[src/design/igl_pkg.sv]
`timescale 1ns / 1ps
// Shared types, constants and microcode for the integer ALU with gcd/lcm.
// No dependencies; imported by igl_seq, igl_dp and the top level.
package igl_pkg;

	localparam int OPERAND_WIDTH_DEF = 16;
	localparam int FIELD_W           = 16;
	localparam int KIND_W            = 3;
	localparam int RESULT_W          = 33;
	localparam int IN_TDATA_W        = 32;
	localparam int OUT_TDATA_W       = 40;
	localparam int UPC_W             = 5;

	typedef logic [UPC_W-1:0] upc_t;

	// operation kinds on s_axis_tuser
	localparam logic [KIND_W-1:0] KIND_ADD = 3'd0;
	localparam logic [KIND_W-1:0] KIND_SUB = 3'd1;
	localparam logic [KIND_W-1:0] KIND_MUL = 3'd2;
	localparam logic [KIND_W-1:0] KIND_DIV = 3'd3;
	localparam logic [KIND_W-1:0] KIND_REM = 3'd4;
	localparam logic [KIND_W-1:0] KIND_GCD = 3'd5;
	localparam logic [KIND_W-1:0] KIND_LCM = 3'd6;

	// microprogram labels
	localparam upc_t U_ADD      = 5'd0;
	localparam upc_t U_SUB      = 5'd1;
	localparam upc_t U_MUL      = 5'd2;
	localparam upc_t U_DIV      = 5'd3;
	localparam upc_t U_DIV_INIT = 5'd4;
	localparam upc_t U_DIV_LOOP = 5'd5;
	localparam upc_t U_DIV_OUT  = 5'd6;
	localparam upc_t U_REM      = 5'd7;
	localparam upc_t U_REM_INIT = 5'd8;
	localparam upc_t U_REM_LOOP = 5'd9;
	localparam upc_t U_REM_OUT  = 5'd10;
	localparam upc_t U_ERR      = 5'd11;
	localparam upc_t U_GCD      = 5'd12;
	localparam upc_t U_GCD_AZ   = 5'd13;
	localparam upc_t U_GCD_BZ   = 5'd14;
	localparam upc_t U_GCD_TWO  = 5'd15;
	localparam upc_t U_GCD_UEV  = 5'd16;
	localparam upc_t U_GCD_STEP = 5'd17;
	localparam upc_t U_GCD_OUT  = 5'd18;
	localparam upc_t U_GCD_B    = 5'd19;
	localparam upc_t U_GCD_A    = 5'd20;
	localparam upc_t U_LCM      = 5'd21;
	localparam upc_t U_LCM_AZ   = 5'd22;
	localparam upc_t U_LCM_BZ   = 5'd23;
	localparam upc_t U_LCM_TWO  = 5'd24;
	localparam upc_t U_LCM_UEV  = 5'd25;
	localparam upc_t U_LCM_STEP = 5'd26;
	localparam upc_t U_LCM_G    = 5'd27;
	localparam upc_t U_LCM_INIT = 5'd28;
	localparam upc_t U_LCM_LOOP = 5'd29;
	localparam upc_t U_LCM_OUT  = 5'd30;
	localparam upc_t U_ZERO     = 5'd31;

	typedef enum logic [3:0] {
		OP_NOP,
		OP_ADD,
		OP_SUB,
		OP_MUL,
		OP_DIV_INIT,
		OP_DIV_STEP,
		OP_RES_Q,
		OP_RES_R,
		OP_ERR,
		OP_GCD_TWO,
		OP_GCD_UEVEN,
		OP_GCD_STEP,
		OP_GCD_FIN,
		OP_RES_A,
		OP_RES_B
	} op_t;

	typedef enum logic [2:0] {
		CND_NONE,
		CND_A_ZERO,
		CND_B_ZERO,
		CND_AB_ZERO,
		CND_BOTH_EVEN,
		CND_U_EVEN,
		CND_V_NZ,
		CND_CNT_GT1
	} cnd_t;

	typedef struct packed {
		op_t  op;
		cnd_t cnd;
		upc_t tgt;
		logic fin;
	} ucode_t;

	typedef struct packed {
		logic a_zero;
		logic b_zero;
		logic both_even;
		logic u_even;
		logic v_nz;
		logic cnt_gt1;
	} flags_t;

	typedef struct packed {
		logic load;
		logic en;
		op_t  op;
	} ctl_t;

	function automatic ucode_t uw(input op_t op, input cnd_t cnd, input upc_t tgt,
			input logic fin);
		ucode_t w;
		w.op  = op;
		w.cnd = cnd;
		w.tgt = tgt;
		w.fin = fin;
		return w;
	endfunction

	// control store; a step jumps to tgt when its condition holds, else falls through
	function automatic ucode_t ucode_word(input upc_t addr);
		ucode_t w;
		w = uw(OP_NOP, CND_NONE, U_ZERO, 1'b1);
		case (addr)
			U_ADD:      w = uw(OP_ADD,       CND_NONE,      U_ZERO,     1'b1);
			U_SUB:      w = uw(OP_SUB,       CND_NONE,      U_ZERO,     1'b1);
			U_MUL:      w = uw(OP_MUL,       CND_NONE,      U_ZERO,     1'b1);
			U_DIV:      w = uw(OP_NOP,       CND_B_ZERO,    U_ERR,      1'b0);
			U_DIV_INIT: w = uw(OP_DIV_INIT,  CND_NONE,      U_ZERO,     1'b0);
			U_DIV_LOOP: w = uw(OP_DIV_STEP,  CND_CNT_GT1,   U_DIV_LOOP, 1'b0);
			U_DIV_OUT:  w = uw(OP_RES_Q,     CND_NONE,      U_ZERO,     1'b1);
			U_REM:      w = uw(OP_NOP,       CND_B_ZERO,    U_ERR,      1'b0);
			U_REM_INIT: w = uw(OP_DIV_INIT,  CND_NONE,      U_ZERO,     1'b0);
			U_REM_LOOP: w = uw(OP_DIV_STEP,  CND_CNT_GT1,   U_REM_LOOP, 1'b0);
			U_REM_OUT:  w = uw(OP_RES_R,     CND_NONE,      U_ZERO,     1'b1);
			U_ERR:      w = uw(OP_ERR,       CND_NONE,      U_ZERO,     1'b1);
			U_GCD:      w = uw(OP_NOP,       CND_AB_ZERO,   U_ERR,      1'b0);
			U_GCD_AZ:   w = uw(OP_NOP,       CND_A_ZERO,    U_GCD_B,    1'b0);
			U_GCD_BZ:   w = uw(OP_NOP,       CND_B_ZERO,    U_GCD_A,    1'b0);
			U_GCD_TWO:  w = uw(OP_GCD_TWO,   CND_BOTH_EVEN, U_GCD_TWO,  1'b0);
			U_GCD_UEV:  w = uw(OP_GCD_UEVEN, CND_U_EVEN,    U_GCD_UEV,  1'b0);
			U_GCD_STEP: w = uw(OP_GCD_STEP,  CND_V_NZ,      U_GCD_STEP, 1'b0);
			U_GCD_OUT:  w = uw(OP_GCD_FIN,   CND_NONE,      U_ZERO,     1'b1);
			U_GCD_B:    w = uw(OP_RES_B,     CND_NONE,      U_ZERO,     1'b1);
			U_GCD_A:    w = uw(OP_RES_A,     CND_NONE,      U_ZERO,     1'b1);
			U_LCM:      w = uw(OP_NOP,       CND_AB_ZERO,   U_ERR,      1'b0);
			U_LCM_AZ:   w = uw(OP_NOP,       CND_A_ZERO,    U_ZERO,     1'b0);
			U_LCM_BZ:   w = uw(OP_NOP,       CND_B_ZERO,    U_ZERO,     1'b0);
			U_LCM_TWO:  w = uw(OP_GCD_TWO,   CND_BOTH_EVEN, U_LCM_TWO,  1'b0);
			U_LCM_UEV:  w = uw(OP_GCD_UEVEN, CND_U_EVEN,    U_LCM_UEV,  1'b0);
			U_LCM_STEP: w = uw(OP_GCD_STEP,  CND_V_NZ,      U_LCM_STEP, 1'b0);
			U_LCM_G:    w = uw(OP_GCD_FIN,   CND_NONE,      U_ZERO,     1'b0);
			U_LCM_INIT: w = uw(OP_DIV_INIT,  CND_NONE,      U_ZERO,     1'b0);
			U_LCM_LOOP: w = uw(OP_DIV_STEP,  CND_CNT_GT1,   U_LCM_LOOP, 1'b0);
			U_LCM_OUT:  w = uw(OP_MUL,       CND_NONE,      U_ZERO,     1'b1);
			U_ZERO:     w = uw(OP_NOP,       CND_NONE,      U_ZERO,     1'b1);
			default:    w = uw(OP_NOP,       CND_NONE,      U_ZERO,     1'b1);
		endcase
		return w;
	endfunction

	function automatic upc_t dispatch(input logic [KIND_W-1:0] kind);
		upc_t a;
		unique case (kind)
			KIND_ADD: a = U_ADD;
			KIND_SUB: a = U_SUB;
			KIND_MUL: a = U_MUL;
			KIND_DIV: a = U_DIV;
			KIND_REM: a = U_REM;
			KIND_GCD: a = U_GCD;
			KIND_LCM: a = U_LCM;
			default:  a = U_ZERO;
		endcase
		return a;
	endfunction

endpackage

[src/design/igl_seq.sv]
`timescale 1ns / 1ps
// Microcode sequencer: step counter, control store lookup and conditional jumps.
// Depends on igl_pkg.
module igl_seq
	import igl_pkg::*;
(
	input  logic              clk,
	input  logic              arst_n,
	input  logic              in_valid,
	input  logic [KIND_W-1:0] kind,
	input  logic              out_stall,
	input  flags_t            flags,
	output logic              ready,
	output ctl_t              ctl,
	output logic              done
);

	typedef enum logic {S_IDLE, S_RUN} state_t;

	state_t state_q;
	upc_t   pc_q;
	ucode_t word;
	logic   jump;
	logic   hold;
	logic   accept;

	assign word   = ucode_word(pc_q);
	assign hold   = word.fin && out_stall;
	assign ready  = (state_q == S_IDLE);
	assign accept = in_valid && ready;
	assign done   = (state_q == S_RUN) && word.fin && !out_stall;

	assign ctl.load = accept;
	assign ctl.en   = (state_q == S_RUN) && !hold;
	assign ctl.op   = word.op;

	always_comb begin
		unique case (word.cnd)
			CND_NONE:      jump = 1'b0;
			CND_A_ZERO:    jump = flags.a_zero;
			CND_B_ZERO:    jump = flags.b_zero;
			CND_AB_ZERO:   jump = flags.a_zero && flags.b_zero;
			CND_BOTH_EVEN: jump = flags.both_even;
			CND_U_EVEN:    jump = flags.u_even;
			CND_V_NZ:      jump = flags.v_nz;
			CND_CNT_GT1:   jump = flags.cnt_gt1;
		endcase
	end

	always_ff @(posedge clk or negedge arst_n) begin
		if (!arst_n) begin
			state_q <= S_IDLE;
			pc_q    <= U_ZERO;
		end else begin
			unique case (state_q)
				S_IDLE: begin
					if (accept) begin
						state_q <= S_RUN;
						pc_q    <= dispatch(kind);
					end
				end
				S_RUN: begin
					// a final step waits here while the output register is full and not being taken
					if (!hold) begin
						if (word.fin)
							state_q <= S_IDLE;
						else if (jump)
							pc_q <= word.tgt;
						else
							pc_q <= pc_q + 1'b1;
					end
				end
			endcase
		end
	end

`ifndef SYNTHESIS
	a_busy_after_accept: assert property (@(posedge clk) disable iff (!arst_n)
		in_valid && ready |=> !ready)
		else $error("sequencer ready right after a transaction");

	a_hold_final: assert property (@(posedge clk) disable iff (!arst_n)
		state_q == S_RUN && word.fin && out_stall |=> state_q == S_RUN && $stable(pc_q))
		else $error("final step left while output stalled");
`endif

endmodule

[src/design/igl_dp.sv]
`timescale 1ns / 1ps
// Datapath: operand and work registers, shared subtract-shift unit, multiplier
// and result selection. Driven by control words from igl_seq. Depends on igl_pkg.
module igl_dp
	import igl_pkg::*;
#(
	parameter int OPERAND_WIDTH = OPERAND_WIDTH_DEF
) (
	input  logic                clk,
	input  logic                arst_n,
	input  ctl_t                ctl,
	input  logic [FIELD_W-1:0]  operand_a,
	input  logic [FIELD_W-1:0]  operand_b,
	output flags_t              flags,
	output logic [RESULT_W-1:0] result,
	output logic                status
);

	localparam int W     = OPERAND_WIDTH;
	localparam int SW    = W + 2;
	localparam int CNT_W = $clog2(W + 1);
	localparam int K_W   = $clog2(W);

	logic [W-1:0]     a_q, b_q, u_q, v_q, r_q;
	logic [CNT_W-1:0] cnt_q;
	logic [K_W-1:0]   k_q;

	logic [W:0]       rs;
	logic [SW-1:0]    sub_x, sub_y, diff;
	logic             ge;
	logic [W-1:0]     g;
	logic [2*W-1:0]   prod;

	// partial remainder with the next dividend bit shifted in
	assign rs = {r_q, u_q[W-1]};

	always_comb begin
		if (ctl.op == OP_GCD_STEP) begin
			sub_x = SW'(v_q);
			sub_y = SW'(u_q);
		end else begin
			sub_x = SW'(rs);
			sub_y = SW'(v_q);
		end
	end

	assign diff = sub_x - sub_y;
	assign ge   = !diff[SW-1];
	assign g    = u_q << k_q;
	assign prod = u_q * b_q;

	always_ff @(posedge clk) begin
		if (ctl.load) begin
			a_q <= W'(operand_a);
			b_q <= W'(operand_b);
			u_q <= W'(operand_a);
			v_q <= W'(operand_b);
			k_q <= '0;
		end else if (ctl.en) begin
			unique case (ctl.op)
				OP_DIV_INIT: begin
					u_q   <= a_q;
					r_q   <= '0;
					cnt_q <= CNT_W'(W);
				end
				OP_DIV_STEP: begin
					r_q   <= ge ? diff[W-1:0] : rs[W-1:0];
					u_q   <= {u_q[W-2:0], ge};
					cnt_q <= cnt_q - 1'b1;
				end
				OP_GCD_TWO: begin
					if (!u_q[0] && !v_q[0]) begin
						u_q <= u_q >> 1;
						v_q <= v_q >> 1;
						k_q <= k_q + 1'b1;
					end
				end
				OP_GCD_UEVEN: begin
					if (!u_q[0])
						u_q <= u_q >> 1;
				end
				OP_GCD_STEP: begin
					// u stays odd; v is halved, reduced by u, or swapped with u
					if (v_q != '0) begin
						if (!v_q[0]) begin
							v_q <= v_q >> 1;
						end else if (ge) begin
							v_q <= diff[W-1:0];
						end else begin
							u_q <= v_q;
							v_q <= u_q;
						end
					end
				end
				OP_GCD_FIN: v_q <= g;
				default: ;
			endcase
		end
	end

	assign flags.a_zero    = (a_q == '0);
	assign flags.b_zero    = (b_q == '0);
	assign flags.both_even = !u_q[0] && !v_q[0];
	assign flags.u_even    = !u_q[0];
	assign flags.v_nz      = (v_q != '0);
	assign flags.cnt_gt1   = (cnt_q != CNT_W'(1));

	always_comb begin
		result = '0;
		status = 1'b0;
		unique case (ctl.op)
			OP_ADD:     result = RESULT_W'(a_q) + RESULT_W'(b_q);
			OP_SUB:     result = RESULT_W'(a_q) - RESULT_W'(b_q);
			OP_MUL:     result = RESULT_W'(prod);
			OP_RES_Q:   result = RESULT_W'(u_q);
			OP_RES_R:   result = RESULT_W'(r_q);
			OP_GCD_FIN: result = RESULT_W'(g);
			OP_RES_A:   result = RESULT_W'(a_q);
			OP_RES_B:   result = RESULT_W'(b_q);
			OP_ERR:     status = 1'b1;
			default: ;
		endcase
	end

`ifndef SYNTHESIS
	a_div_count: assert property (@(posedge clk) disable iff (!arst_n)
		ctl.en && ctl.op == OP_DIV_STEP |-> cnt_q != '0)
		else $error("divide step with exhausted bit count");

	a_gcd_u_odd: assert property (@(posedge clk) disable iff (!arst_n)
		ctl.en && ctl.op == OP_GCD_STEP && v_q != '0 |-> u_q[0])
		else $error("gcd reduction with even u");
`endif

endmodule

[src/design/integer_alu_gcd_lcm_top.sv]
`timescale 1ns / 1ps
// Integer ALU with gcd and lcm: input handshake, microcoded core and output register.
// Depends on igl_pkg, igl_seq and igl_dp.
//
// Usage:
//   Input stream: s_axis_tuser carries the operation kind (0 add, 1 subtract,
//   2 multiply, 3 divide, 4 remainder, 5 gcd, 6 lcm, 7 gives 0); s_axis_tdata
//   carries operand_a in [15:0] and operand_b in [31:16].
//   Output stream: one transaction per input, m_axis_tdata[32:0] is the result
//   (two's complement), m_axis_tuser is the status (1 on zero divisor or gcd/lcm
//   of two zeros, with result 0).
//   Core steps (one per cycle from the control store, unless the core holds):
//     add, subtract, multiply, kind 7: the result step
//     zero divisor, gcd/lcm of two zeros: a zero check, then the error step
//     divide, remainder: init, a loop with one quotient bit per step, then the result
//     gcd: data-dependent loops; with one zero, the other operand is the result
//     lcm: gcd steps, then divide a by the gcd, then multiply by b
//   The core takes a new item in the cycle after it finishes the previous one; the result
//   shows on m_axis_tvalid in the cycle after the last step.
//   A finished result waits in the output register while the next item runs; if it is
//   still full and m_axis_tready is low at the next final step, the core holds.
//   Reset empties the output register and returns the core to idle.
module integer_alu_gcd_lcm_top
	import igl_pkg::*;
#(
	parameter int OPERAND_WIDTH = OPERAND_WIDTH_DEF
) (
	input  logic                   clk,
	input  logic                   arst_n,
	input  logic                   s_axis_tvalid,
	output logic                   s_axis_tready,
	input  logic [IN_TDATA_W-1:0]  s_axis_tdata,  // operand_a, operand_b
	input  logic [KIND_W-1:0]      s_axis_tuser,  // kind
	output logic                   m_axis_tvalid,
	input  logic                   m_axis_tready,
	output logic [OUT_TDATA_W-1:0] m_axis_tdata,  // result, zero pad
	output logic [0:0]             m_axis_tuser   // status
);

	flags_t              flags;
	ctl_t                ctl;
	logic                done;
	logic                out_stall;
	logic [RESULT_W-1:0] result;
	logic                status;

	logic                m_valid_q;
	logic [RESULT_W-1:0] m_result_q;
	logic                m_status_q;

	assign out_stall = m_valid_q && !m_axis_tready;

	igl_seq u_seq (
		.clk       (clk),
		.arst_n    (arst_n),
		.in_valid  (s_axis_tvalid),
		.kind      (s_axis_tuser),
		.out_stall (out_stall),
		.flags     (flags),
		.ready     (s_axis_tready),
		.ctl       (ctl),
		.done      (done)
	);

	igl_dp #(
		.OPERAND_WIDTH (OPERAND_WIDTH)
	) u_dp (
		.clk       (clk),
		.arst_n    (arst_n),
		.ctl       (ctl),
		.operand_a (s_axis_tdata[FIELD_W-1:0]),
		.operand_b (s_axis_tdata[2*FIELD_W-1:FIELD_W]),
		.flags     (flags),
		.result    (result),
		.status    (status)
	);

	always_ff @(posedge clk or negedge arst_n) begin
		if (!arst_n)
			m_valid_q <= 1'b0;
		else if (done)
			m_valid_q <= 1'b1;
		else if (m_axis_tready)
			m_valid_q <= 1'b0;
	end

	always_ff @(posedge clk) begin
		if (done) begin
			m_result_q <= result;
			m_status_q <= status;
		end
	end

	assign m_axis_tvalid   = m_valid_q;
	assign m_axis_tdata    = OUT_TDATA_W'(m_result_q);
	assign m_axis_tuser[0] = m_status_q;

endmodule
[config.mk]
export PLATFORM = sky130hd
export DESIGN_NAME = integer_alu_gcd_lcm_top
export DESIGN_NICKNAME = d
export VERILOG_FILES = /design/src/design/igl_pkg.sv /design/src/design/igl_seq.sv /design/src/design/igl_dp.sv /design/src/design/integer_alu_gcd_lcm_top.sv
export SDC_FILE = /design/constraint.sdc
export NUM_CORES = 1
export LEC_CHECK = 0
export BUFFER_PORTS_ARGS = -buffer_cell sky130_fd_sc_hd__buf_2
export CELL_PAD_IN_SITES_DETAIL_PLACEMENT = 2
export CELL_PAD_IN_SITES_GLOBAL_PLACEMENT = 2
export CORE_MARGIN = 2
export CORE_UTILIZATION = 35
export DETAILED_ROUTE_END_ITERATION = 8
export GPL_ROUTABILITY_DRIVEN = 0
export PLACE_DENSITY = 0.78
export SLEW_MARGIN = 20
export SYNTH_ARGS = -nofsm -noshare
export SYNTH_HDL_FRONTEND = slang
export SYNTH_SLANG_ARGS = --single-unit
[constraint.sdc]
create_clock -name clk -period 8.1 [get_ports clk]
set_clock_uncertainty 0.15 [all_clocks]
set_input_delay 1.62 -clock clk [delete_from_list [all_inputs] [get_ports clk]]
set_output_delay 1.62 -clock clk [all_outputs]
set_load 0.005 [all_outputs]
Word level (Yosys, flattened, before mapping)
Memories as Yosys holds them, arrays and structs flattened.
Index checks and enable logic that the tools add are counted.
Widths: inputs -> output; s select.
{"block": "totals", "memories": 1, "out_inout_bits": 43, "mem_bits_ro": 416, "input_bits": 39, "regBits": 130}
{"block": "classes", "eq_ne": 36, "mux": 35, "reduce_logical": 30, "add_sub_neg": 6, "n_mul": 1, "shift": 1, "bitwise": 2}
{"name": "(name not given)", "depth": 32, "width": 13, "read_ports": 1, "rd_clocked_by_memory_dff": 0, "write_ports": 0, "line_no": "igl_pkg.sv:124", "source": "case (addr)"}
{"operator": "$pmux 33 s8", "n": 1}
{"operator": "$mux 16", "n": 15}
{"operator": "$pmux 16 s5", "n": 1}
{"operator": "$pmux 16 s3", "n": 1}
{"operator": "$pmux 5 s7", "n": 1}
{"operator": "$logic_not 16->1", "n": 2}
{"operator": "$mul 16x16->32", "n": 1}
{"operator": "$pmux 16 s2", "n": 1}
{"operator": "$eq 4x4->1 const B", "n": 7}
{"operator": "$eq 3x3->1 const B", "n": 7}
{"operator": "$mux 5", "n": 4}
{"operator": "$pmux 5 s2", "n": 2}
{"operator": "$sub 17x16->18", "n": 1}
{"operator": "$add 16x16->17", "n": 1}
{"operator": "$mux 17", "n": 1}
{"operator": "$sub 16x16->17", "n": 1}
{"operator": "$eq 4x3->1 const B", "n": 4}
{"operator": "$reduce_bool 16->1", "n": 1}
{"operator": "$shl 16x4->16", "n": 1}
{"operator": "$eq 3x2->1 const B", "n": 4}
{"operator": "$ne 3x3->1 const B", "n": 3}
{"operator": "$reduce_and 3->1", "n": 3}
{"operator": "$eq 4x2->1 const B", "n": 2}
{"operator": "$logic_and 1x1->1", "n": 8}
{"operator": "20 further kinds", "n": 38}

Logic depth before layout (Yosys ltp)
An unclocked memory read counts as a cell.
{"block": "logic_depth", "ltp_word": 10, "mapped_depth": 24, "depth_no_buf": 22}

Modules after synthesis
From an unflattened synthesis, not the netlist that was laid out.
{"block": "hier_totals", "cells_unflattened": 2197, "area_unflattened_um2": 19174.6}
{"mod": "igl_dp", "area_each_um2": 16663.5, "instances": 1, "seq_area_each_um2": 2632.5, "cells_per_inst": 1970}
{"mod": "igl_seq", "area_each_um2": 1388.8, "instances": 1, "seq_area_each_um2": 156.4, "cells_per_inst": 182}
{"mod": "integer_alu_gcd_lcm_top", "area_each_um2": 1122.3, "instances": 1, "seq_area_each_um2": 1046.0, "cells_per_inst": 45}

Least setup slack after synthesis
Ideal clock, no wire load.
{"block": "synth_path", "path_type": "register to register", "startpoint": "reg u_dp.b_q[1]", "endpoint": "reg m_result_q[31], data pin", "setup_time_ns": 0.285, "arrival_ns": 5.856, "required_ns": 7.665, "path_stages_with_launch": 22, "path_slack_ns": 1.809, "n_path_buf": 2, "path_cell_list": "edfxtp_1 -> clkbuf_1 -> clkbuf_1 -> nand2_1 -> fa_1 -> fa_1 -> fa_1 -> inv_1 -> fa_1 -> fa_1 -> inv_1 -> fa_1 -> inv_1 -> ha_1 -> nor3_1 -> nor2_1 -> a221oi_1 -> o21a_1 -> o21ai_0 -> a311o_1 -> a41oi_1 -> o221ai_1"}
{"block": "synth_between", "elab_chain_len": 2, "elab_cells_between_ends": 3}
{"element": "from (decl)", "line_no": "igl_dp.sv:24", "source": "logic [W-1:0] a_q, b_q, u_q, v_q, r_q;"}
{"element": "from (signal assigned)", "line_no": "igl_dp.sv:55", "source": "b_q <= W'(operand_b);"}
{"element": "$mul 16x16->32 / $sub 16x16->17 (equally long branches)", "line_no": "igl_dp.sv:50, igl_dp.sv:113"}
{"element": "$pmux 33 s8 *", "line_no": "igl_dp.sv:111", "source": "unique case (ctl.op)"}
{"element": "to (signal assigned)", "line_no": "integer_alu_gcd_lcm_top.sv:89", "source": "m_result_q <= result;"}
{"element": "to (decl)", "line_no": "integer_alu_gcd_lcm_top.sv:48", "source": "logic [RESULT_W-1:0] m_result_q;"}
Mark *: on every way between the ends. The rest lies on a longest branch, timed or not.
A chain may end at the register's enable or synchronous reset.

Worst setup path in the final report
{"block": "layout_path", "startpoint": "reg u_seq.pc_q[0]", "endpoint": "reg u_dp.u_q[10], enable pin"}
{"block": "layout_between", "elab_chain_len": 6, "elab_cells_between_ends": 20}
{"element": "from (decl)", "line_no": "igl_seq.sv:21", "source": "upc_t pc_q;"}
{"element": "from (signal assigned)", "line_no": "igl_seq.sv:59", "source": "pc_q <= dispatch(kind);"}
{"element": "from (signal assigned)", "line_no": "igl_seq.sv:68", "source": "pc_q <= word.tgt;"}
{"element": "from (signal assigned)", "line_no": "igl_seq.sv:70", "source": "pc_q <= pc_q + 1'b1;"}
{"element": "$mem_v2 32x13 *"}
{"element": "$eq 4x4->1 / $logic_and 1x1->1 (equally long branches)", "line_no": "igl_dp.sv:38, igl_dp.sv:60, igl_seq.sv:28"}
{"element": "$mux 17, or another cell as far along", "line_no": "igl_dp.sv:38", "source": "if (ctl.op == OP_GCD_STEP) begin"}
{"element": "$sub 17x16->18 / $logic_and 1x1->1 (equally long branches)", "line_no": "igl_dp.sv:47, igl_seq.sv:34"}
{"element": "$ne 3x2->1 (no source line) / $reduce_bool 2->1 (equally long branches)"}
{"element": "$reduce_and 7->1 (no source line) *"}
{"element": "to (signal assigned)", "line_no": "igl_dp.sv:56", "source": "u_q <= W'(operand_a);"}
{"element": "to (signal assigned)", "line_no": "igl_dp.sv:62", "source": "u_q <= a_q;"}
{"element": "to (signal assigned)", "line_no": "igl_dp.sv:68", "source": "u_q <= {u_q[W-2:0], ge};"}
{"element": "to (decl)", "line_no": "igl_dp.sv:24"}
Marks and branches as above.

==> results.py <==
metrics = {
    "clock_tree": {
        "insertion_delay_ns": 0.50,
        "cts_buffers": 17,
        "post_cts_resized": 0,
        "htreeDepth": 4,
        "clk_pin_slew_ns": 0.06,
        "cts_max_path_buffers": 2,
        "clock-sinks": 130,
        "cts_tree": "yes",
        "cts_hold_buf": 0,
        "root_buffer": "clkbuf_16",
        "post_cts_buffers": 0,
    },
    "timing": {
        "slew_violations": 0,
        "rsz0062_at_grt": "false",
        "finalHoldViolations": 0,
        "finalSetupTns_ns": 0,
        "slew_headroom_pct": 23.9,
        "setup_violations": 0,
        "fmax_mhz": 137,
        "tightest_slew_ns": 1.14,
        "period_needed_ns": 7.30,
        "finalCritPeriodShare_pct": 90.2,
        "holdWs_ns": 0.439,
    },
    "global_route": {
        "grt_pass1_vias": 19000,
        "grt_overflow": 0,
        "grt_pass1_wl_um": 117000,
        "antenna_found_initial": 0,
        "grt_usage_pct": 27.5,
        "grt_max_degree": 60,
    },
    "floorplanning": {
        "die-area_um2": 55800,
        "pin_count": 82,
        "initial_core_util_pct": 35.2,
        "fp.dieH_um": 236,
        "die_x_um": 236,
        "row_count": 85,
        "design.core.area_um2": 53600,
    },
    "synth": {
        "synthArstFlopShare_pct": 5.38,
        "ys_types": 86,
        "synth_edf_count": 119,
        "yosysWarnings": 0,
        "yosysTopAreaCellShare_pct": 20.9,
        "yosys.area.top_type": "fa_1",
        "syn_area_um2": 18900,
        "synth_top_cells_by_count": "inv_1 (267), nand2_1 (228), fa_1 (197), ha_1 (162), and2_1 (133)",
        "yosysSeqAreaShare_pct": 20.3,
        "synthMostInstantiatedCell": "inv_1",
        "ys_ff_latch": 130,
        "syn_area_per_cell_um2": 8.99,
        "yosys-top-cells-area": "fa_1 (21%), edfxtp_1 (19%), ha_1 (11%), inv_1 (5.3%), nand2_1 (4.5%)",
        "syn_inst": 2101,
        "synth_flop_cell": "edfxtp_1",
    },
    "routing": {
        "first_iter_violations": 1508,
        "vias_per_cell": 5.99,
        "routedWlPerCell_um": 26.9,
        "drc": 0,
        "vias": 16800,
        "ant_nets": 0,
        "dr.pass1.iters": 8,
        "wl_um": 75700,
    },
    "worst_setup_path": {
        "required_ns": 8.15,
        "path_buf_inv": 3,
        "cp.arrival_ns": 7.35,
        "crit_family": "compound AO/OA/AOI/OAI gates",
        "cp_slowest_cell": "dfstp_2",
        "path_cells": "inv_1 > ha_1 > mux2i_1 > mux4_2 > nor4_4 > buf_4 > mux2_2 > ha_1 > nor2b_1 > o31a_1 > o21ai_0 > a311oi_1 > o31ai_1 > o21ba_1 > nand2_1 > a31oi_2 > buf_4",
        "cp-start-kind": "register",
        "slowest_delay_ns": 0.72,
        "crit_type": "reg -> reg",
        "crit_fanout": 36,
        "endpoint_kind": "register",
    },
    "job": {
        "drv_cap": 0,
    },
    "place": {
        "port_buffers": 74,
        "dp_hpwl_um": 58800,
        "place_area_um2": 19900,
    },
    "cells_and_area": {
        "fin_area_um2": 20500,
        "diodes": 0,
        "fin_util_pct": 38.3,
        "syn_to_final_growth_pct": 8.56,
        "drive_gt1_share_pct": 10.2,
        "final_nets": 2500,
    },
    "status": {
        "status": "finished, final reports clean",
    },
    "hold_path": {
        "hp-class": "reg -> reg",
    },
}
==> kinds of logic (layout without fill, tap and decap cells) <==
family	after synthesis	after routing	share of synthesized area, %
XOR/XNOR	46	46	2.13
AO/OA/AOI/OAI	432	432	16.0
multiplexers	74	74	4.54
buffers and inverters	411	419	8.44
other	1	7	0.0199
AND/OR/NAND/NOR	648	648	17.0
flip-flops	130	130	20.3
adder cells (fa/ha/maj)	359	359	31.6
==> layer usage <==
layer  GRT usage (%)  up-vias  routed length, µm
met2            47.3      620              37500
li1                -     7238                  -
met3            4.27      116               4520
met4            9.17        0               2210
met1            35.2     8867              31400
met5               0        -                  0
==> final timing paths <==
check	endpoint	slack [ns]	cells past startpoint	startpoint
setup / recovery	u_dp.u_q[10]	0.80	17	u_seq.pc_q[0]
setup reg to reg	u_dp.u_q[10]	0.80	17	u_seq.pc_q[0]
hold / removal	u_seq.pc_q[4]	0.44	1	u_seq.state_q
min in group asynchronous	m_axis_tvalid	0.81	1	arst_n
hold reg to reg	u_seq.pc_q[4]	0.44	1	u_seq.state_q
max in group asynchronous	u_seq.pc_q[0]	6.75	1	arst_n
==> metrics by stage <==
| stage | setup slack [ns] | cells |
|---|---|---|
| 5_1_grt | 0.544 | 2811 |
| 2_1_floorplan | 1.81 | 2107 |
| 3_3_place_gp | 1.07 | 2779 |
| 3_5_place_dp | 0.880 | 2779 |
| 6_report | 0.797 | 2811 |
| 4_1_cts | 0.826 | 2811 |
==> sequential cells by signal, indices dropped and copies added (netlist names) <==
signal	cells
u_seq.pc_q	5
u_dp.cnt_q	5
u_dp.k_q	4
m_result_q	33
m_axis_tuser	1
u_dp.r_q	16
u_dp.a_q	16
u_dp.b_q	16
u_dp.u_q	16
u_seq.state_q	1
u_dp.v_q	16
m_axis_tvalid	1
==> layout by cell type (no fill, tap or decap), types with 18 or more instances in the layout <==
cell type / n
inv_1: 266
nand2_1: 227
fa_1: 197
ha_1: 162
and2_1: 133
edfxtp_1: 119
nor2_1: 114
a21oi_1: 88
buf_2: 74
o21ai_0: 72
buf_4: 45
mux2i_1: 44
nand3_1: 34
a31oi_1: 34
xnor2_1: 28
a222oi_1: 28
nor2b_1: 27
mux2_2: 23
a211oi_1: 23
nor3_1: 18
xor2_1: 18
==> cell type report <==
| class | count | area [µm²] |
|---|---|---|
| tap | 696 | 871 |
| inverter | 268 | 1010 |
| timing repair buffer | 119 | 708 |
| fill | 5958 | 33100 |
| clock buffer | 17 | 425 |
| sequential | 130 | 3830 |
| clock inverter | 15 | 144 |
| multi-input combinational | 1566 | 13500 |
Power is not shown: default switching activity piles up to over one toggle a cycle in this logic, so the estimate is an artifact.
